**config.mk**
```make
export PLATFORM = sky130hd
export DESIGN_NAME = rgb_to_hsv_hue_classifier_flat
export DESIGN_NICKNAME = d
export VERILOG_FILES = /design/src/rhc_pkg.sv /design/src/rhc_if.sv /design/src/rgb_to_hsv_hue_classifier.sv /design/src/flat_wrapper.sv
export SDC_FILE = /design/constraint.sdc
export NUM_CORES = 2
export LEC_CHECK = 0
export ABC_CLOCK_PERIOD_IN_PS = 12800
export BUFFER_PORTS_ARGS = -buffer_cell sky130_fd_sc_hd__buf_2
export CORE_MARGIN = 5
export CORE_UTILIZATION = 30
export DETAILED_ROUTE_END_ITERATION = 8
export SLEW_MARGIN = 25
export SYNTH_ARGS = -nofsm -noshare
export SYNTH_HDL_FRONTEND = slang
export SYNTH_SLANG_ARGS = --single-unit
export TNS_END_PERCENT = 5
```
**constraint.sdc**
```tcl
create_clock -name clk -period 12.8 [get_ports clk]
set_input_delay 3.2 -clock clk [delete_from_list [all_inputs] [get_ports clk]]
set_output_delay 3.2 -clock clk [all_outputs]
set_load 0.03 [all_outputs]
```
**src/rhc_pkg.sv**
```systemverilog
// Types and constants shared by the RGB to HSV hue classifier.
`default_nettype none

package rhc_pkg;

    localparam int CHAN_W    = 8;
    localparam int HUE_W     = 12;
    localparam int SAT_W     = 10;
    localparam int VAL_W     = 10;
    localparam int REG_W     = 12;
    localparam int REG_IDX_W = 2;

    localparam int K_W        = CHAN_W + 1;
    localparam int NUM_W      = 20;
    localparam int DEN_W      = CHAN_W + 1;
    localparam int QUO_W      = 11;
    localparam int DIV_STEPS  = 3;
    localparam int DIV_STAGES = (QUO_W + DIV_STEPS - 1) / DIV_STEPS;

    localparam logic [HUE_W-1:0] HUE_TURN      = 12'd3600;
    localparam logic [HUE_W-1:0] HUE_OFF_RED   = 12'd3000;
    localparam logic [HUE_W-1:0] HUE_OFF_GREEN = 12'd600;
    localparam logic [HUE_W-1:0] HUE_OFF_BLUE  = 12'd1800;

    localparam logic [NUM_W-1:0] HUE_MUL   = 20'd1200;
    localparam logic [NUM_W-1:0] PCT_MUL   = 20'd2000;
    localparam logic [SAT_W-1:0] PCT_MAX   = 10'd1000;

    // Value is floor((1000 * mx + 127) / 255), taken as a multiply by 263173 over 2^26.
    localparam int VAL_PROD_W = 37;
    localparam int VAL_SHIFT  = 26;
    localparam logic [VAL_PROD_W-1:0] VAL_RCP_MUL = 37'd263173000;
    localparam logic [VAL_PROD_W-1:0] VAL_RCP_ADD = 37'd33422971;

    localparam logic [REG_IDX_W-1:0] REG_RED_UPPER    = 2'd0;
    localparam logic [REG_IDX_W-1:0] REG_ORANGE_UPPER = 2'd1;
    localparam logic [REG_IDX_W-1:0] REG_YELLOW_UPPER = 2'd2;
    localparam logic [REG_IDX_W-1:0] REG_GREEN_UPPER  = 2'd3;

    localparam logic [REG_W-1:0] RED_UPPER_RST    = 12'd200;
    localparam logic [REG_W-1:0] ORANGE_UPPER_RST = 12'd400;
    localparam logic [REG_W-1:0] YELLOW_UPPER_RST = 12'd630;
    localparam logic [REG_W-1:0] GREEN_UPPER_RST  = 12'd1550;

    typedef enum logic [2:0] {
        CLASS_RED    = 3'd0,
        CLASS_ORANGE = 3'd1,
        CLASS_YELLOW = 3'd2,
        CLASS_GREEN  = 3'd3,
        CLASS_NONE   = 3'd4
    } colour_class_t;

    typedef struct packed {
        logic [NUM_W-1:0] rem;
        logic [DEN_W-1:0] den;
        logic [QUO_W-1:0] quo;
    } div_lane_t;

    typedef struct packed {
        logic [HUE_W-1:0] hue_base;
        logic [VAL_W-1:0] val;
        logic             grey;
        logic             black;
    } hue_side_t;

    typedef struct packed {
        div_lane_t hue_lane;
        div_lane_t sat_lane;
        hue_side_t side;
    } div_work_t;

endpackage

`default_nettype wire

```
**src/rhc_if.sv**
```systemverilog
// Stream interfaces for pixels in and HSV results out.
`default_nettype none

interface rhc_pixel_if
    import rhc_pkg::*;
    ();
    logic              valid;
    logic              ready;
    logic [CHAN_W-1:0] red_in;
    logic [CHAN_W-1:0] green_in;
    logic [CHAN_W-1:0] blue_in;

    modport source (output valid, output red_in, output green_in, output blue_in,
                    input ready);
    modport sink (input valid, input red_in, input green_in, input blue_in,
                  output ready);
endinterface

interface rhc_hsv_if
    import rhc_pkg::*;
    ();
    logic             valid;
    logic             ready;
    logic [HUE_W-1:0] hue;
    logic [SAT_W-1:0] saturation;
    logic [VAL_W-1:0] brightness;
    colour_class_t    colour_class;

    modport source (output valid, output hue, output saturation, output brightness,
                    output colour_class, input ready);
    modport sink (input valid, input hue, input saturation, input brightness,
                  input colour_class, output ready);
endinterface

`default_nettype wire

```
**src/rgb_to_hsv_hue_classifier.sv**
```systemverilog
// Pipelined RGB to HSV converter with programmable hue classifier.
//
//  Channel  Direction  Contents
//  pixel    in         red_in, green_in, blue_in (8 bits each)
//  hsv      out        hue, saturation, brightness, colour_class
//  cfg      in         cfg_we, cfg_index, cfg_data (four 12-bit hue bounds)
//
// One pixel enters per cycle while the pipeline is not stalled.
// The pipeline holds two restoring dividers for hue and saturation, cut into
// four stages of up to three quotient bits each, plus two stages before and two
// after them; value comes from a reciprocal multiply in the second stage.
// Reset clears the stage valid bits and loads the default hue bounds.
// Each stage holds its item while the next one is full and stalled, so a
// stall on the output fills bubbles first and loses nothing.
`default_nettype none

module rgb_to_hsv_hue_classifier
    import rhc_pkg::*;
(
    input  wire logic                 clk,
    input  wire logic                 rst_n,
    rhc_pixel_if.sink                 pixel,
    rhc_hsv_if.source                 hsv,
    input  wire logic                 cfg_we,
    input  wire logic [REG_IDX_W-1:0] cfg_index,
    input  wire logic [REG_W-1:0]     cfg_data
);

    localparam int ST_A   = 0;
    localparam int ST_B   = 1;
    localparam int ST_D0  = 2;
    localparam int ST_F   = ST_D0 + DIV_STAGES;
    localparam int ST_G   = ST_F + 1;
    localparam int NSTAGE = ST_G + 1;

    typedef struct packed {
        logic [K_W-1:0]    k;
        logic [CHAN_W-1:0] d;
        logic [CHAN_W-1:0] mx;
        logic [HUE_W-1:0]  hue_base;
    } stage_a_t;

    typedef struct packed {
        logic [HUE_W-1:0] hue;
        logic [SAT_W-1:0] sat;
        logic [VAL_W-1:0] val;
    } stage_f_t;

    typedef struct packed {
        logic [HUE_W-1:0] hue;
        logic [SAT_W-1:0] sat;
        logic [VAL_W-1:0] val;
        colour_class_t    cls;
    } stage_g_t;

    function automatic div_lane_t div_stage(div_lane_t l, int stage);
        div_lane_t        r;
        logic [NUM_W-1:0] sh;
        int               b;
        r = l;
        for (int j = 0; j < DIV_STEPS; j++)
        begin
            b = QUO_W - 1 - stage * DIV_STEPS - j;
            if (b >= 0)
            begin
                sh = NUM_W'(r.den) << b;
                if (r.rem >= sh)
                begin
                    r.rem    = r.rem - sh;
                    r.quo[b] = 1'b1;
                end
            end
        end
        return r;
    endfunction

    logic [NSTAGE-1:0] valid_reg;
    logic [NSTAGE-1:0] valid_next;
    logic [NSTAGE-1:0] take;

    logic [REG_W-1:0] red_upper_reg;
    logic [REG_W-1:0] orange_upper_reg;
    logic [REG_W-1:0] yellow_upper_reg;
    logic [REG_W-1:0] green_upper_reg;

    stage_a_t  a_reg;
    stage_a_t  a_next;
    div_work_t b_reg;
    div_work_t b_next;
    div_work_t div_reg [DIV_STAGES];
    div_work_t div_src [DIV_STAGES];
    stage_f_t  f_reg;
    stage_f_t  f_next;
    stage_g_t  g_reg;
    stage_g_t  g_next;

    always_comb
    begin
        take[NSTAGE-1] = hsv.ready || !valid_reg[NSTAGE-1];
        for (int i = NSTAGE - 2; i >= 0; i--)
        begin
            take[i] = take[i+1] || !valid_reg[i];
        end
        valid_next = valid_reg;
        if (take[0])
        begin
            valid_next[0] = pixel.valid;
        end
        for (int i = 1; i < NSTAGE; i++)
        begin
            if (take[i])
            begin
                valid_next[i] = valid_reg[i-1];
            end
        end
    end

    always_ff @(posedge clk or negedge rst_n)
    begin
        if (!rst_n)
        begin
            valid_reg <= '0;
        end
        else
        begin
            valid_reg <= valid_next;
        end
    end

    always_ff @(posedge clk or negedge rst_n)
    begin
        if (!rst_n)
        begin
            red_upper_reg    <= RED_UPPER_RST;
            orange_upper_reg <= ORANGE_UPPER_RST;
            yellow_upper_reg <= YELLOW_UPPER_RST;
            green_upper_reg  <= GREEN_UPPER_RST;
        end
        else if (cfg_we)
        begin
            case (cfg_index)
                REG_RED_UPPER:    red_upper_reg    <= cfg_data;
                REG_ORANGE_UPPER: orange_upper_reg <= cfg_data;
                REG_YELLOW_UPPER: yellow_upper_reg <= cfg_data;
                REG_GREEN_UPPER:  green_upper_reg  <= cfg_data;
                default: ;
            endcase
        end
    end

    // The hue is split as (base - 600) + round(600 * (d + p - q) / d), so the
    // dividend stays non-negative for every sector.
    always_comb
    begin
        logic [CHAN_W-1:0] r;
        logic [CHAN_W-1:0] g;
        logic [CHAN_W-1:0] b;
        logic [CHAN_W-1:0] mn;
        r = pixel.red_in;
        g = pixel.green_in;
        b = pixel.blue_in;
        mn = r;
        if (g < mn)
        begin
            mn = g;
        end
        if (b < mn)
        begin
            mn = b;
        end
        if (r >= g && r >= b)
        begin
            a_next.mx       = r;
            a_next.hue_base = HUE_OFF_RED;
        end
        else if (g >= b)
        begin
            a_next.mx       = g;
            a_next.hue_base = HUE_OFF_GREEN;
        end
        else
        begin
            a_next.mx       = b;
            a_next.hue_base = HUE_OFF_BLUE;
        end
        a_next.d = a_next.mx - mn;
        if (r >= g && r >= b)
        begin
            a_next.k = K_W'(a_next.d) + K_W'(g) - K_W'(b);
        end
        else if (g >= b)
        begin
            a_next.k = K_W'(a_next.d) + K_W'(b) - K_W'(r);
        end
        else
        begin
            a_next.k = K_W'(a_next.d) + K_W'(r) - K_W'(g);
        end
    end

    always_comb
    begin
        b_next.hue_lane.rem = NUM_W'(a_reg.k) * HUE_MUL + NUM_W'(a_reg.d);
        b_next.hue_lane.den = {a_reg.d, 1'b0};
        b_next.hue_lane.quo = '0;
        b_next.sat_lane.rem = NUM_W'(a_reg.d) * PCT_MUL + NUM_W'(a_reg.mx);
        b_next.sat_lane.den = {a_reg.mx, 1'b0};
        b_next.sat_lane.quo = '0;
        b_next.side.hue_base = a_reg.hue_base;
        b_next.side.val      = VAL_W'((VAL_PROD_W'(a_reg.mx) * VAL_RCP_MUL + VAL_RCP_ADD)
                                      >> VAL_SHIFT);
        b_next.side.grey     = (a_reg.d == '0);
        b_next.side.black    = (a_reg.mx == '0);
    end

    always_ff @(posedge clk)
    begin
        if (take[ST_A])
        begin
            a_reg <= a_next;
        end
        if (take[ST_B])
        begin
            b_reg <= b_next;
        end
        if (take[ST_F])
        begin
            f_reg <= f_next;
        end
        if (take[ST_G])
        begin
            g_reg <= g_next;
        end
    end

    for (genvar s = 0; s < DIV_STAGES; s++)
    begin : g_div
        if (s == 0)
        begin : g_first
            assign div_src[s] = b_reg;
        end
        else
        begin : g_next_stage
            assign div_src[s] = div_reg[s-1];
        end

        always_ff @(posedge clk)
        begin
            if (take[ST_D0+s])
            begin
                div_reg[s].hue_lane <= div_stage(div_src[s].hue_lane, s);
                div_reg[s].sat_lane <= div_stage(div_src[s].sat_lane, s);
                div_reg[s].side     <= div_src[s].side;
            end
        end
    end

    always_comb
    begin
        logic [HUE_W:0] sum;
        sum = {1'b0, div_reg[DIV_STAGES-1].side.hue_base}
            + (HUE_W + 1)'(div_reg[DIV_STAGES-1].hue_lane.quo);
        if (div_reg[DIV_STAGES-1].side.grey)
        begin
            f_next.hue = '0;
        end
        else if (sum >= {1'b0, HUE_TURN})
        begin
            f_next.hue = HUE_W'(sum - {1'b0, HUE_TURN});
        end
        else
        begin
            f_next.hue = HUE_W'(sum);
        end
        f_next.sat = div_reg[DIV_STAGES-1].side.black
                   ? '0 : SAT_W'(div_reg[DIV_STAGES-1].sat_lane.quo);
        f_next.val = div_reg[DIV_STAGES-1].side.val;
    end

    always_comb
    begin
        g_next.hue = f_reg.hue;
        g_next.sat = f_reg.sat;
        g_next.val = f_reg.val;
        if (f_reg.hue <= red_upper_reg)
        begin
            g_next.cls = CLASS_RED;
        end
        else if (f_reg.hue <= orange_upper_reg)
        begin
            g_next.cls = CLASS_ORANGE;
        end
        else if (f_reg.hue <= yellow_upper_reg)
        begin
            g_next.cls = CLASS_YELLOW;
        end
        else if (f_reg.hue <= green_upper_reg)
        begin
            g_next.cls = CLASS_GREEN;
        end
        else
        begin
            g_next.cls = CLASS_NONE;
        end
    end

    assign pixel.ready      = take[ST_A];
    assign hsv.valid        = valid_reg[ST_G];
    assign hsv.hue          = g_reg.hue;
    assign hsv.saturation   = g_reg.sat;
    assign hsv.brightness   = g_reg.val;
    assign hsv.colour_class = g_reg.cls;

    // The wrap stage must never leave a full turn or more in the hue.
    assert property (@(posedge clk) disable iff (!rst_n)
        valid_reg[ST_G] |-> (g_reg.hue < HUE_TURN))
        else $error("hue result out of range");

    // Saturation and value quotients stay within one thousand.
    assert property (@(posedge clk) disable iff (!rst_n)
        valid_reg[ST_G] |-> (g_reg.sat <= PCT_MAX && g_reg.val <= PCT_MAX))
        else $error("saturation or brightness out of range");

    // A pixel transfer always lands in the first stage.
    assert property (@(posedge clk) disable iff (!rst_n)
        (pixel.valid && take[ST_A]) |=> valid_reg[ST_A])
        else $error("accepted pixel lost at pipeline entry");

    // A full stage F that cannot advance keeps its item.
    assert property (@(posedge clk) disable iff (!rst_n)
        (valid_reg[ST_F] && !take[ST_F]) |=> valid_reg[ST_F])
        else $error("stalled stage dropped its item");

endmodule

`default_nettype wire

```
**src/flat_wrapper.sv**
```systemverilog
// flat-port wrapper written by rule: the top's interface ports become plain ports
module rgb_to_hsv_hue_classifier_flat import rhc_pkg::*;
  (clk, rst_n, cfg_we, cfg_index, cfg_data, pixel_valid, pixel_red_in, pixel_green_in, pixel_blue_in, pixel_ready, hsv_valid, hsv_hue, hsv_saturation, hsv_brightness, hsv_colour_class, hsv_ready);
  rhc_pixel_if pixel_i ();
  rhc_hsv_if hsv_i ();
  input  wire logic clk;
  input  wire logic rst_n;
  input  wire logic cfg_we;
  input  wire logic [REG_IDX_W-1:0] cfg_index;
  input  wire logic [REG_W-1:0] cfg_data;
  input wire logic [$bits(pixel_i.valid)-1:0] pixel_valid;
  input wire logic [$bits(pixel_i.red_in)-1:0] pixel_red_in;
  input wire logic [$bits(pixel_i.green_in)-1:0] pixel_green_in;
  input wire logic [$bits(pixel_i.blue_in)-1:0] pixel_blue_in;
  output wire logic [$bits(pixel_i.ready)-1:0] pixel_ready;
  output wire logic [$bits(hsv_i.valid)-1:0] hsv_valid;
  output wire logic [$bits(hsv_i.hue)-1:0] hsv_hue;
  output wire logic [$bits(hsv_i.saturation)-1:0] hsv_saturation;
  output wire logic [$bits(hsv_i.brightness)-1:0] hsv_brightness;
  output wire logic [$bits(hsv_i.colour_class)-1:0] hsv_colour_class;
  input wire logic [$bits(hsv_i.ready)-1:0] hsv_ready;
  assign pixel_i.valid = pixel_valid;
  assign pixel_i.red_in = pixel_red_in;
  assign pixel_i.green_in = pixel_green_in;
  assign pixel_i.blue_in = pixel_blue_in;
  assign pixel_ready = pixel_i.ready;
  assign hsv_valid = hsv_i.valid;
  assign hsv_hue = hsv_i.hue;
  assign hsv_saturation = hsv_i.saturation;
  assign hsv_brightness = hsv_i.brightness;
  assign hsv_colour_class = hsv_i.colour_class;
  assign hsv_i.ready = hsv_ready;
  rgb_to_hsv_hue_classifier u_core (.clk(clk), .rst_n(rst_n), .pixel(pixel_i), .hsv(hsv_i), .cfg_we(cfg_we), .cfg_index(cfg_index), .cfg_data(cfg_data));
endmodule
```
==> impl_metrics.toml <==
[outcome]
status = "finished, final reports clean"

[job]
maxCapViolations = 0

[global_route]
antenna_found_initial = 4
grt_max_degree = 84
track_usage_pct = 11.4
grt_pass1_wl_um = 130000
grt.overflow.total = 0
grt_pass1_vias = 25700

[logic_synthesis]
syn_nets = 4278
seq_area_frac_synth_pct = 37.7
synth_top_area_cell = "edfxtp_1"
ys_seq_elements = 486
yosys.area.top_type_share_pct = 34.0
synthArstFlopShare_pct = 11.5
synthCells = 3636
synth_area_leaders = "edfxtp_1 (34%), ha_1 (15%), fa_1 (7.2%), inv_1 (4.3%), xnor2_1 (3.7%)"
syn_area_mm2 = 0.0380
ys.flop_type = "edfxtp_1"
synth_edf_count = 430
syn_avg_cell_area_um2 = 10.4
synth.yosys.warnings = 0
synth.distinct_cells = 96

[sta]
tightest_slew_ns = 0.995
rsz0062_at_grt = "false"
period_needed_ns = 9.58
timing.final.crit_share_pct = 74.8
hold_viol_final = 0
setup_tns_ns = 0
clock_skew_ns = 0.0339
setup_viol = 0
max_slew_margin_pct = 33.7
max_freq_ghz = 0.104
drv_slew = 0

[setup_path]
cp_max_fo = 16
cp_slowest_cell = "fa_1"
startpoint = "pixel_green_in[1]"
reg2reg_depth = 33
end_kind = "flop"
cpMostUsedCell = "a21oi_1"
slowest_delay_ns = 0.52
reg2reg_to = "u_core.div_reg[2][101]"
critPathLaunchType = "primary input"
crit_path_end = "u_core.a_reg[36]"
reg2reg_slack_ns = 3.53
arrival_ns = 9.92
cp_data_required_time_ns = 13.14
timing.rr.start = "u_core.div_reg[1][83]"
setup.worst_path.class = "in2reg"

[clock_tree]
clock_sinks = 486
ctsHtreeMaxLevel = 2
cts.repair.resized = 0
cts-root-buf = "clkbuf_16"
insertion_delay_ns = 0.62
cts.reportedPaths.clkPinSlew_ns = 0.06
cts.path.max_buffers = 3
post-cts-setup-buffer-count = 0
hold_buffers = 0
cts_tree = "yes"
cts_made_buffers = 52

[placed_design]
io_buffers = 79
hpwl_um = 62900
gp_routability_congestion = 0.858
place_inst = 5336

[floorplanning]
rows = 130
initial_utilization_pct = 30.2
core_area_mm2 = 0.126
die_y_um = 366
ioPinCount = 80
die-area_mm2 = 0.134
die_w_um = 366

[layout]
nets = 4382
final_common_cell = "ha_1"
drive_above_1_share_pct = 9.18
fillers = 12600
layout_common_cells = "ha_1 (462), inv_1 (431), edfxtp_1 (430)"
area_delta_synth_final_pct = 11.2
largest_register_ffs = 268
final_cells = 5435

[routing]
dr_total_vias = 26000
ant_nets = 0
vias_per_cell = 4.78
drt_first_pass_iters = 5
drc = 0
routed_wl_um = 77800
wl_per_cell_um = 14.3
first_iter_violations = 1320

[worst_hold_path]
min_path_type = "reg2reg"
hold_start = "u_core.div_reg[1][20]"
synthesized netlist by cell type, types with 18 or more instances:
master,number
ha_1,462
inv_1,432
edfxtp_1,430
a21oi_1,247
nor2_1,230
nand2_1,206
o21ai_0,185
xnor2_1,162
fa_1,137
a21o_1,98
mux2_2,94
xor2_1,79
nor2b_1,70
nor3_1,58
nand2b_1,54
nand3_1,52
nand4_1,52
dfrtp_1,39
mux2i_1,39
o21a_1,37
o21bai_1,32
a21boi_0,24
clkbuf_1,24
or3_1,24
nor4_1,22
and3_1,21
o31ai_1,20
a31oi_1,19
and2_1,18
per-layer routing:
metal | GRT usage, % | wire, um | vias up | part of all wire [%]
met1 | 16.2 | 39000 | 12300 | 50
met2 | 18.7 | 34700 | 324 | 45
met5 | 0 | 0 | - | 0
met4 | 2.74 | 1540 | 0 | 2.0
li1 | - | - | 13300 | -
met3 | 1.40 | 2500 | 94 | 3.2
area by class of cell:
type | instances | area, um^2 | share of cell area [%]
Timing Repair Buffer | 93 | 504 | 1.19
Tap cell | 1650 | 2060 | 4.89
Multi-Input combinational cell | 2674 | 21900 | 51.8
Clock buffer | 59 | 1330 | 3.14
Inverter | 433 | 1630 | 3.86
Sequential cell | 486 | 14300 | 33.9
Antenna cell | 3 | 7.51 | 0.0178
Clock inverter | 37 | 493 | 1.17
worst max-delay path: cells and delay by family:
kind | cells | cell delay, ns
AO/OA/AOI/OAI | 15 | 2.80
XOR/XNOR | 2 | 0.65
adder cells (fa/ha/maj) | 5 | 1.78
buffers and inverters | 3 | 0.33
multiplexers | 1 | 0.38
AND/OR/NAND/NOR | 7 | 0.78
cells by family after synthesis:
logic type      share of synthesized area (%)
compound gates                           13.2
xor+xnor                                 5.62
flops                                    37.7
simple gates                             12.3
mux                                      3.90
fa+ha+maj                                22.4
buf+inv                                  4.77
per-stage QoR:
stage / setup WS [ns] / hold WS (ns) / instance area, um^2 / utilization, %
floorplan: 1.68 / 0.400 / 38000 / -
global placement: 2.43 / 0.401 / 40400 / 32.1
detailed placement: 2.39 / 0.405 / 40400 / 32.1
CTS: 3.02 / 0.380 / 42200 / 33.6
global route: 2.71 / 0.385 / 42200 / 33.6
finish: 3.22 / 0.396 / 42200 / 33.6
worst min-delay path by stage:
stage	endpoint	slack (ns)	depth (start not counted)
floorplan	u_core.b_reg[16]	0.40	0
CTS	u_core.div_reg[2][20]	0.38	0
finish	u_core.div_reg[2][20]	0.40	0
global route	u_core.div_reg[2][20]	0.38	0
global placement	u_core.hsv.brightness[0]	0.40	0
detailed placement	u_core.b_reg[18]	0.40	0
Power is left out: the tool's default activity adds up to more than one toggle a clock period on the data nets, which glitch-free logic cannot reach.
